--- src/rtl/msp_pkg.sv ---
`timescale 1ns / 1ps

package msp_pkg;

  // Pool geometry
  localparam int NUM_STACKS = 4;
  localparam int POOL_DEPTH = 16;
  localparam int IDX_W      = $clog2(POOL_DEPTH);
  localparam int LINK_W     = $clog2(POOL_DEPTH + 1);
  localparam int SID_W      = 2;
  localparam int VAL_W      = 32;

  // Null link is the index one past the pool
  localparam logic [LINK_W-1:0] NULL_LINK = LINK_W'(POOL_DEPTH);

  // Commands
  localparam logic CMD_PUSH = 1'b0;
  localparam logic CMD_POP  = 1'b1;

  // Status codes
  localparam logic [1:0] ST_OK        = 2'd0;
  localparam logic [1:0] ST_OVERFLOW  = 2'd1;
  localparam logic [1:0] ST_UNDERFLOW = 2'd2;

  localparam logic signed [VAL_W-1:0] UNDERFLOW_VALUE = '1;

  typedef struct packed {
    logic                    command;
    logic [SID_W-1:0]        stack_id;
    logic signed [VAL_W-1:0] push_value;
  } in_item_t;

  typedef struct packed {
    logic signed [VAL_W-1:0] pop_value;
    logic [1:0]              status;
    logic                    pool_full;
    logic                    stack_empty;
  } out_item_t;

endpackage

--- src/rtl/msp_ram.sv ---
`timescale 1ns / 1ps

module msp_ram #(
  parameter int WIDTH = 32,
  parameter int DEPTH = 16
) (
  input  logic                     clk,
  input  logic                     we,
  input  logic [$clog2(DEPTH)-1:0] waddr,
  input  logic [WIDTH-1:0]         wdata,
  input  logic                     re,
  input  logic [$clog2(DEPTH)-1:0] raddr,
  output logic [WIDTH-1:0]         rdata
);

  logic [WIDTH-1:0] mem_r [DEPTH];
  logic [WIDTH-1:0] rdata_r;

  always_ff @(posedge clk) begin
    if (we) begin
      mem_r[waddr] <= wdata;
    end
    if (re) begin
      rdata_r <= mem_r[raddr];
    end
  end

  assign rdata = rdata_r;

endmodule

--- src/rtl/msp_link_store.sv ---
`timescale 1ns / 1ps

// Link store: RAM plus a valid bit per entry; unwritten entry i reads i+1.
module msp_link_store (
  input  logic                       clk,
  input  logic                       rst_n,
  input  logic                       re,
  input  logic [msp_pkg::IDX_W-1:0]  raddr,
  output logic [msp_pkg::LINK_W-1:0] rdata,
  input  logic                       we,
  input  logic [msp_pkg::IDX_W-1:0]  waddr,
  input  logic [msp_pkg::LINK_W-1:0] wdata
);

  logic [msp_pkg::POOL_DEPTH-1:0] vld_r;
  logic                           rd_vld_r;
  logic [msp_pkg::IDX_W-1:0]      rd_idx_r;
  logic [msp_pkg::LINK_W-1:0]     ram_q;

  msp_ram #(
    .WIDTH(msp_pkg::LINK_W),
    .DEPTH(msp_pkg::POOL_DEPTH)
  ) u_ram (
    .clk  (clk),
    .we   (we),
    .waddr(waddr),
    .wdata(wdata),
    .re   (re),
    .raddr(raddr),
    .rdata(ram_q)
  );

  always_ff @(posedge clk) begin
    if (!rst_n) begin
      vld_r <= '0;
    end else if (we) begin
      vld_r[waddr] <= 1'b1;
    end
  end

  always_ff @(posedge clk) begin
    if (re) begin
      rd_vld_r <= vld_r[raddr];
      rd_idx_r <= raddr;
    end
  end

  // Last entry's default (depth) is the null code
  assign rdata = rd_vld_r ? ram_q
                          : msp_pkg::LINK_W'(rd_idx_r) + msp_pkg::LINK_W'(1);

endmodule

--- src/rtl/multi_stack_shared_pool_top.sv ---
`timescale 1ns / 1ps

// Several stacks sharing one pool of entries, with unused entries on a free
// list. Each transfer on the input channel is one push or pop and yields one
// transfer on the result channel. The link and value stores are read
// synchronously in S_RD and the result register loads at the write-back in
// S_WB; the input side is ready again straight after the write-back, so a
// new item is only taken once the last is through; the dependent read of
// the link store behind the stack top or free head is the reason.
// A result still waiting on out_ready does not block the next input transfer;
// only the write-back of that next item waits for the result register to
// empty. No clearing pass after reset: link defaults come from per-entry
// valid bits, and values are only read after being pushed.
module multi_stack_shared_pool_top (
  input  logic              clk,
  input  logic              rst_n,
  input  logic              in_valid,
  output logic              in_ready,
  input  msp_pkg::in_item_t in_data,
  output logic              out_valid,
  input  logic              out_ready,
  output msp_pkg::out_item_t out_data
);

  localparam logic [1:0] S_IDLE = 2'd0;
  localparam logic [1:0] S_RD   = 2'd1;
  localparam logic [1:0] S_WB   = 2'd2;

  logic [1:0] state_r, state_nxt;

  // Latched item
  logic                            cmd_r;
  logic [msp_pkg::SID_W-1:0]       sid_r;
  logic signed [msp_pkg::VAL_W-1:0] val_r;

  // Pool control state
  logic [msp_pkg::LINK_W-1:0] tops_r [msp_pkg::NUM_STACKS];
  logic [msp_pkg::LINK_W-1:0] free_head_r;

  // Result register
  logic               out_valid_r;
  msp_pkg::out_item_t out_data_r;

  logic [msp_pkg::LINK_W-1:0] top_sel;
  logic                       valid_stack;
  logic                       top_null;
  logic                       free_null;
  logic                       op_err;
  logic                       out_free;
  logic                       wb_go;
  logic                       commit;
  logic [msp_pkg::LINK_W-1:0] slot;
  logic [msp_pkg::LINK_W-1:0] link_q;
  logic                       link_q_null;
  logic [msp_pkg::VAL_W-1:0]  value_q;
  logic [msp_pkg::LINK_W-1:0] new_top;
  msp_pkg::out_item_t         res;

  // Top of the addressed stack
  always_comb begin
    top_sel = msp_pkg::NULL_LINK;
    for (int i = 0; i < msp_pkg::NUM_STACKS; i++) begin
      if (32'(sid_r) == i) begin
        top_sel = tops_r[i];
      end
    end
  end

  assign valid_stack = (32'(sid_r) < msp_pkg::NUM_STACKS);
  assign top_null    = (top_sel >= msp_pkg::NULL_LINK);
  assign free_null   = (free_head_r >= msp_pkg::NULL_LINK);
  assign op_err      = (cmd_r == msp_pkg::CMD_PUSH) ? (!valid_stack || free_null)
                                                    : (!valid_stack || top_null);

  // Entry being moved: free head on push, stack top on pop
  assign slot        = (cmd_r == msp_pkg::CMD_PUSH) ? free_head_r : top_sel;
  assign link_q_null = (link_q >= msp_pkg::NULL_LINK);

  assign out_free = !out_valid_r || out_ready;
  assign wb_go    = (state_r == S_WB) && out_free;
  assign commit   = wb_go && !op_err;
  assign new_top  = (cmd_r == msp_pkg::CMD_PUSH) ? slot : link_q;

  // Link store and value store, both read in S_RD at the moved entry
  msp_link_store u_links (
    .clk  (clk),
    .rst_n(rst_n),
    .re   (state_r == S_RD),
    .raddr(slot[msp_pkg::IDX_W-1:0]),
    .rdata(link_q),
    .we   (commit),
    .waddr(slot[msp_pkg::IDX_W-1:0]),
    .wdata((cmd_r == msp_pkg::CMD_PUSH) ? top_sel : free_head_r)
  );

  msp_ram #(
    .WIDTH(msp_pkg::VAL_W),
    .DEPTH(msp_pkg::POOL_DEPTH)
  ) u_values (
    .clk  (clk),
    .we   (commit && (cmd_r == msp_pkg::CMD_PUSH)),
    .waddr(slot[msp_pkg::IDX_W-1:0]),
    .wdata(val_r),
    .re   (state_r == S_RD),
    .raddr(slot[msp_pkg::IDX_W-1:0]),
    .rdata(value_q)
  );

  // Result fields as the pool stands after the operation
  always_comb begin
    res.pop_value   = '0;
    res.status      = msp_pkg::ST_OK;
    res.pool_full   = free_null;
    res.stack_empty = !valid_stack || top_null;
    if (op_err) begin
      if (cmd_r == msp_pkg::CMD_PUSH) begin
        res.status = msp_pkg::ST_OVERFLOW;
      end else begin
        res.status    = msp_pkg::ST_UNDERFLOW;
        res.pop_value = msp_pkg::UNDERFLOW_VALUE;
      end
    end else if (cmd_r == msp_pkg::CMD_PUSH) begin
      res.pool_full   = link_q_null;
      res.stack_empty = 1'b0;
    end else begin
      res.pop_value   = value_q;
      res.pool_full   = 1'b0;
      res.stack_empty = link_q_null;
    end
  end

  // Sequencer
  always_comb begin
    state_nxt = state_r;
    unique case (state_r)
      S_IDLE: if (in_valid) state_nxt = S_RD;
      S_RD:   state_nxt = S_WB;
      S_WB:   if (out_free) state_nxt = S_IDLE;
      default: state_nxt = S_IDLE;
    endcase
  end

  always_ff @(posedge clk) begin
    if (!rst_n) begin
      state_r <= S_IDLE;
    end else begin
      state_r <= state_nxt;
    end
  end

  always_ff @(posedge clk) begin
    if (in_valid && in_ready) begin
      cmd_r <= in_data.command;
      sid_r <= in_data.stack_id;
      val_r <= in_data.push_value;
    end
  end

  // Free head and stack tops
  always_ff @(posedge clk) begin
    if (!rst_n) begin
      free_head_r <= '0;
      for (int i = 0; i < msp_pkg::NUM_STACKS; i++) begin
        tops_r[i] <= msp_pkg::NULL_LINK;
      end
    end else if (commit) begin
      free_head_r <= (cmd_r == msp_pkg::CMD_PUSH) ? link_q : slot;
      for (int i = 0; i < msp_pkg::NUM_STACKS; i++) begin
        if (32'(sid_r) == i) begin
          tops_r[i] <= new_top;
        end
      end
    end
  end

  // Result register
  always_ff @(posedge clk) begin
    if (!rst_n) begin
      out_valid_r <= 1'b0;
    end else if (wb_go) begin
      out_valid_r <= 1'b1;
    end else if (out_ready) begin
      out_valid_r <= 1'b0;
    end
  end

  always_ff @(posedge clk) begin
    if (wb_go) begin
      out_data_r <= res;
    end
  end

  assign in_ready  = (state_r == S_IDLE);
  assign out_valid = out_valid_r;
  assign out_data  = out_data_r;

endmodule

--- config.mk ---
export PLATFORM = sky130hd
export DESIGN_NAME = multi_stack_shared_pool_top
export DESIGN_NICKNAME = d
export VERILOG_FILES = /design/src/rtl/msp_pkg.sv /design/src/rtl/msp_ram.sv /design/src/rtl/msp_link_store.sv /design/src/rtl/multi_stack_shared_pool_top.sv
export SDC_FILE = /design/constraint.sdc
export NUM_CORES = 1
export LEC_CHECK = 0
export BUFFER_PORTS_ARGS = -buffer_cell sky130_fd_sc_hd__buf_2
export CORE_MARGIN = 2
export CORE_UTILIZATION = 55
export CTS_BUF_LIST = sky130_fd_sc_hd__clkbuf_8
export DETAILED_ROUTE_END_ITERATION = 12
export PLACE_DENSITY = 0.76
export SLEW_MARGIN = 0
export SYNTH_ARGS = -nofsm -noshare
export SYNTH_HDL_FRONTEND = slang
export SYNTH_SLANG_ARGS = --single-unit
--- constraint.sdc ---
create_clock -name clk -period 5.1 [get_ports clk]
set_input_delay 1.02 -clock clk [delete_from_list [all_inputs] [get_ports clk]]
set_output_delay 1.02 -clock clk [all_outputs]
set_load 0.1 [all_outputs]
==> impl_metrics.csv <==
group,metric,value,unit
critical_path,crit_path_start_kind,"flip-flop",
sta,hold_violations,0,
critical_path,critPathMaxFanout,47,
clock_tree,clk_pin_slew,0.07,ns
sta,finalClockSkew,0.04068,ns
job,cap_violations,0,
synthesis,yosys_warnings,0,
sta,setup_viol,0,
placed_design,hpwl,39190,um
global_route,grt-ovfl-total,0,
route,drtIter0Drc,2648,
critical_path,r2r_slack,1.04,ns
placed_design,routabilityCongestion,0.8390,
global_route,grt_max_degree,149,
placed_design,placed_area,30580,sq um
critical_path,crit_buf_inv,2,
global_route,grt_pass1_vias,18790,
critical_path,path_cells,"mux2i_4, nor3b_1, a211o_2, buf_4, nor3b_2, buf_4",
route,drt_pass1_iterations,6,
critical_path,worstPathRequired,5.45,ns
power,power,12.53,mW
route,vias,18790,
final_layout,syn_to_final_growth,11.19,%
final_layout,drive_gt1_share,15.26,%
critical_path,cp-end-kind,"flip-flop",
route,drc,0,
sta,min_period_over_period,79.65,%
status,status,"finished, final reports clean",
floorplan,die_w,235.5,um
critical_path,r2r-end,"u_values.mem_r[6][15]",
floorplan,die-area,55480,sq um
critical_path,worstRegToRegCells,6,
clock_tree,cts_num_sinks,749,
synthesis,syn-instance-count,2002,
clock_tree,clk_latency,0.73,ns
critical_path,path_delay_family,"buffers and inverters",
critical_path,critical_path_class,"reg -> reg",
route,wl,74100,um
clock_tree,htree_levels,3,
sta,setup_ws,1.038,ns
hold_path,hold_path.class,"in -> reg",
hold_path,hold_start,"in_data[22]",
sta,tightest_slew,1.281,ns
power,p_leak,10.81,nW
clock_tree,cts_hold_buf,0,
hold_path,holdPathEnd,"val_r[22]",
sta,slew_viol_final,0,
route,antenna_left,0,
synthesis,syn-num-nets,2042,
synthesis,syn_avg_cell_area,14.73,sq um
critical_path,worst_ep_arrival_time,4.42,ns
floorplan,fp.dieH,235.5,um
power,ir_drop,0.2149,mV
sta,rsz0062_at_grt,"no",
placed_design,preCtsSetupSlack,1.095,ns
critical_path,critPathMostFrequentCell,"buf_4",
critical_path,cpPeakStageDelay,0.90,ns
floorplan,core,52760,sq um
sta,setup_tns,0,ns
clock_tree,cts_root_buffer,"clkbuf_8",
critical_path,slowest_stage,"edfxtp_1",
clock_tree,cts_resized,0,
placed_design,port_buffers,76,
clock_tree,clock_path_buffers,3,
synthesis,synth_flop_cell,"edfxtp_1",
sta,fmax,0.2462,GHz
synthesis,synth_area_leader_cell,"edfxtp_1",
global_route,grt_usage,26.67,%
global_route,grt_pass1_wl,111900,um
route,wire_per_inst,25.69,um
floorplan,placementRows,84,
critical_path,r2r_start,"sid_r[0]",
floorplan,start_util,55.88,%
synthesis,synth_top_area_share,73.84,%
synthesis,netlist_area,29480,sq um
route,viasPerCell,6.516,
synthesis,seq_area_frac_synth,75.47,%
final_layout,diodes,0,
final_layout,layout.nets,2138,
clock_tree,numCtsBuffers,117,
final_layout,design_area,32780,sq um
hold_path,min_path_cells,1,
sta,min_period,4.062,ns
synthesis,ys_seq_elements,749,
power,p_per_area,382.3,nW/um^2
sta,slew_headroom,14.60,%
clock_tree,cts_tree,"done",
clock_tree,post_cts_buffers,0,
global_route,antenna_found_initial,0,
synthesis,synth_edf_count,725,
synthesis,synth.distinct_cells,53,
synthesis,synth_area_leaders,"edfxtp_1 74%, nand2_1 4.0%, a22oi_1 3.9%, a21oi_1 2.6%, a221oi_1 2.2%",
synthesis,async_reset_ff_share,0,%
floorplan,pin_count,77,
==> cells by family (layout without fill, tap and decap cells) <==
logic type / Yosys count / in the layout / share of synthesized area [%]
buffers and inverters: 164 / 358 / 2.678
and+or+nand+nor: 534 / 534 / 7.778
AOI/OAI and AO/OA: 535 / 535 / 12.98
DFF: 749 / 749 / 75.47
muxes: 17 / 17 / 0.9930
xor gates and xnor gates: 2 / 2 / 0.05942
adders and majority gates: 1 / 1 / 0.04243
==> cell usage after synthesis (3+ instances only) <==
library cell / n
a221oi_1: 74
o21ai_0: 14
mux2_2: 4
buf_2: 37
nor2_1: 121
a311oi_1: 74
inv_2: 3
edfxtp_1: 725
nor3_1: 7
nand2b_1: 9
mux4_2: 6
and2_1: 4
a21oi_1: 156
a22oi_1: 152
nor2b_1: 6
nand2_1: 317
or2_2: 4
buf_6: 9
o21a_1: 49
nor3b_1: 15
mux2i_1: 3
or4_1: 38
clkbuf_1: 94
dfxtp_1: 24
nand3_1: 7
buf_4: 13
inv_1: 5
mux2i_4: 3
==> report_power, final <==
| group | switching, mW | total [mW] | internal (mW) |
|---|---|---|---|
| Sequential | 0.100 | 6.95 | 6.85 |
| Combinational | 0.597 | 0.836 | 0.239 |
| Clock | 2.31 | 4.75 | 2.44 |
| Total | 3.00 | 12.5 | 9.53 |
==> worst register-to-register path: cells and delay by family (launching register included) <==
| family | cells | cell delay, ns |
|---|---|---|
| mux | 1 | 0.42 |
| simple gates | 2 | 0.53 |
| compound gates | 1 | 0.83 |
| flops | 1 | 0.90 |
| buf+inv | 2 | 0.99 |
==> flip-flops by register name (all words and copies together) (netlist names) <==
register / count
sid_r: 2
u_values.rdata: 32
u_links.vld_r: 16
val_r: 32
u_links.rd_vld_r: 1
u_values.mem_r: 512
state_r: 2
u_links.u_ram.rdata: 5
u_links.rd_idx_r: 4
out_valid: 1
tops_r: 20
out_data: 36
free_head_r: 5
cmd_r: 1
u_links.u_ram.mem_r: 80
==> worst max-delay path by stage <==
| stage | startpoint | end | slack (ns) | depth (start not counted) |
|---|---|---|---|---|
| after detailed placement | sid_r[0] | u_values.mem_r[6][28] | 1.10 | 6 |
| after floorplan | out_ready | u_values.mem_r[10][0] | -0.26 | 6 |
| after CTS | sid_r[0] | u_values.mem_r[6][26] | 1.04 | 6 |
| after global routing | sid_r[0] | u_values.mem_r[6][26] | 0.85 | 6 |
| final | sid_r[0] | u_values.mem_r[6][15] | 1.04 | 6 |
| after global placement | sid_r[0] | u_values.mem_r[6][28] | 1.12 | 6 |
==> per-layer routing <==
metal	part of all wire, %	wire length [um]	global-route usage, %
met1	38	28050	35.71
met2	48	35610	42.99
met3	11	8057	5.500
met4	3.2	2380	11.06
met5	0	0	0
==> area by class of cell <==
class | instances | area (sq um)
flip-flops and latches | 749 | 22250
fillers | 3792 | 19980
multi-input cells | 1089 | 6593
clock buffers | 124 | 1707
well taps | 688 | 860.8
repair buffers | 133 | 845.8
clock inverters | 93 | 494.2
inverters | 8 | 30.03
==> stage by stage <==
step           utilization, %  std cells  hold WS, ns
2_1_floorplan               -       2002       0.4354
3_3_place_gp            57.97       2667       0.4416
3_5_place_dp            57.97       2667       0.4525
4_1_cts                 62.14       2884       0.4211
5_1_grt                 62.14       2884       0.4430
6_report                62.14       2884       0.4614
==> cell usage in the layout, fill, tap and decap left out, drive strengths merged, types with 15 or more instances in the layout <==
master	n
nand2	317
a22oi	152
edfxtp	725
o21a	49
nor2	122
clkinv	43
dfxtp	24
or4	38
buf	133
nor3b	15
a21oi	156
o21ai	15
a311oi	74
clkbuf	124
a221oi	74
inv	48
Note: power is estimated with default switching activity, not from simulation.
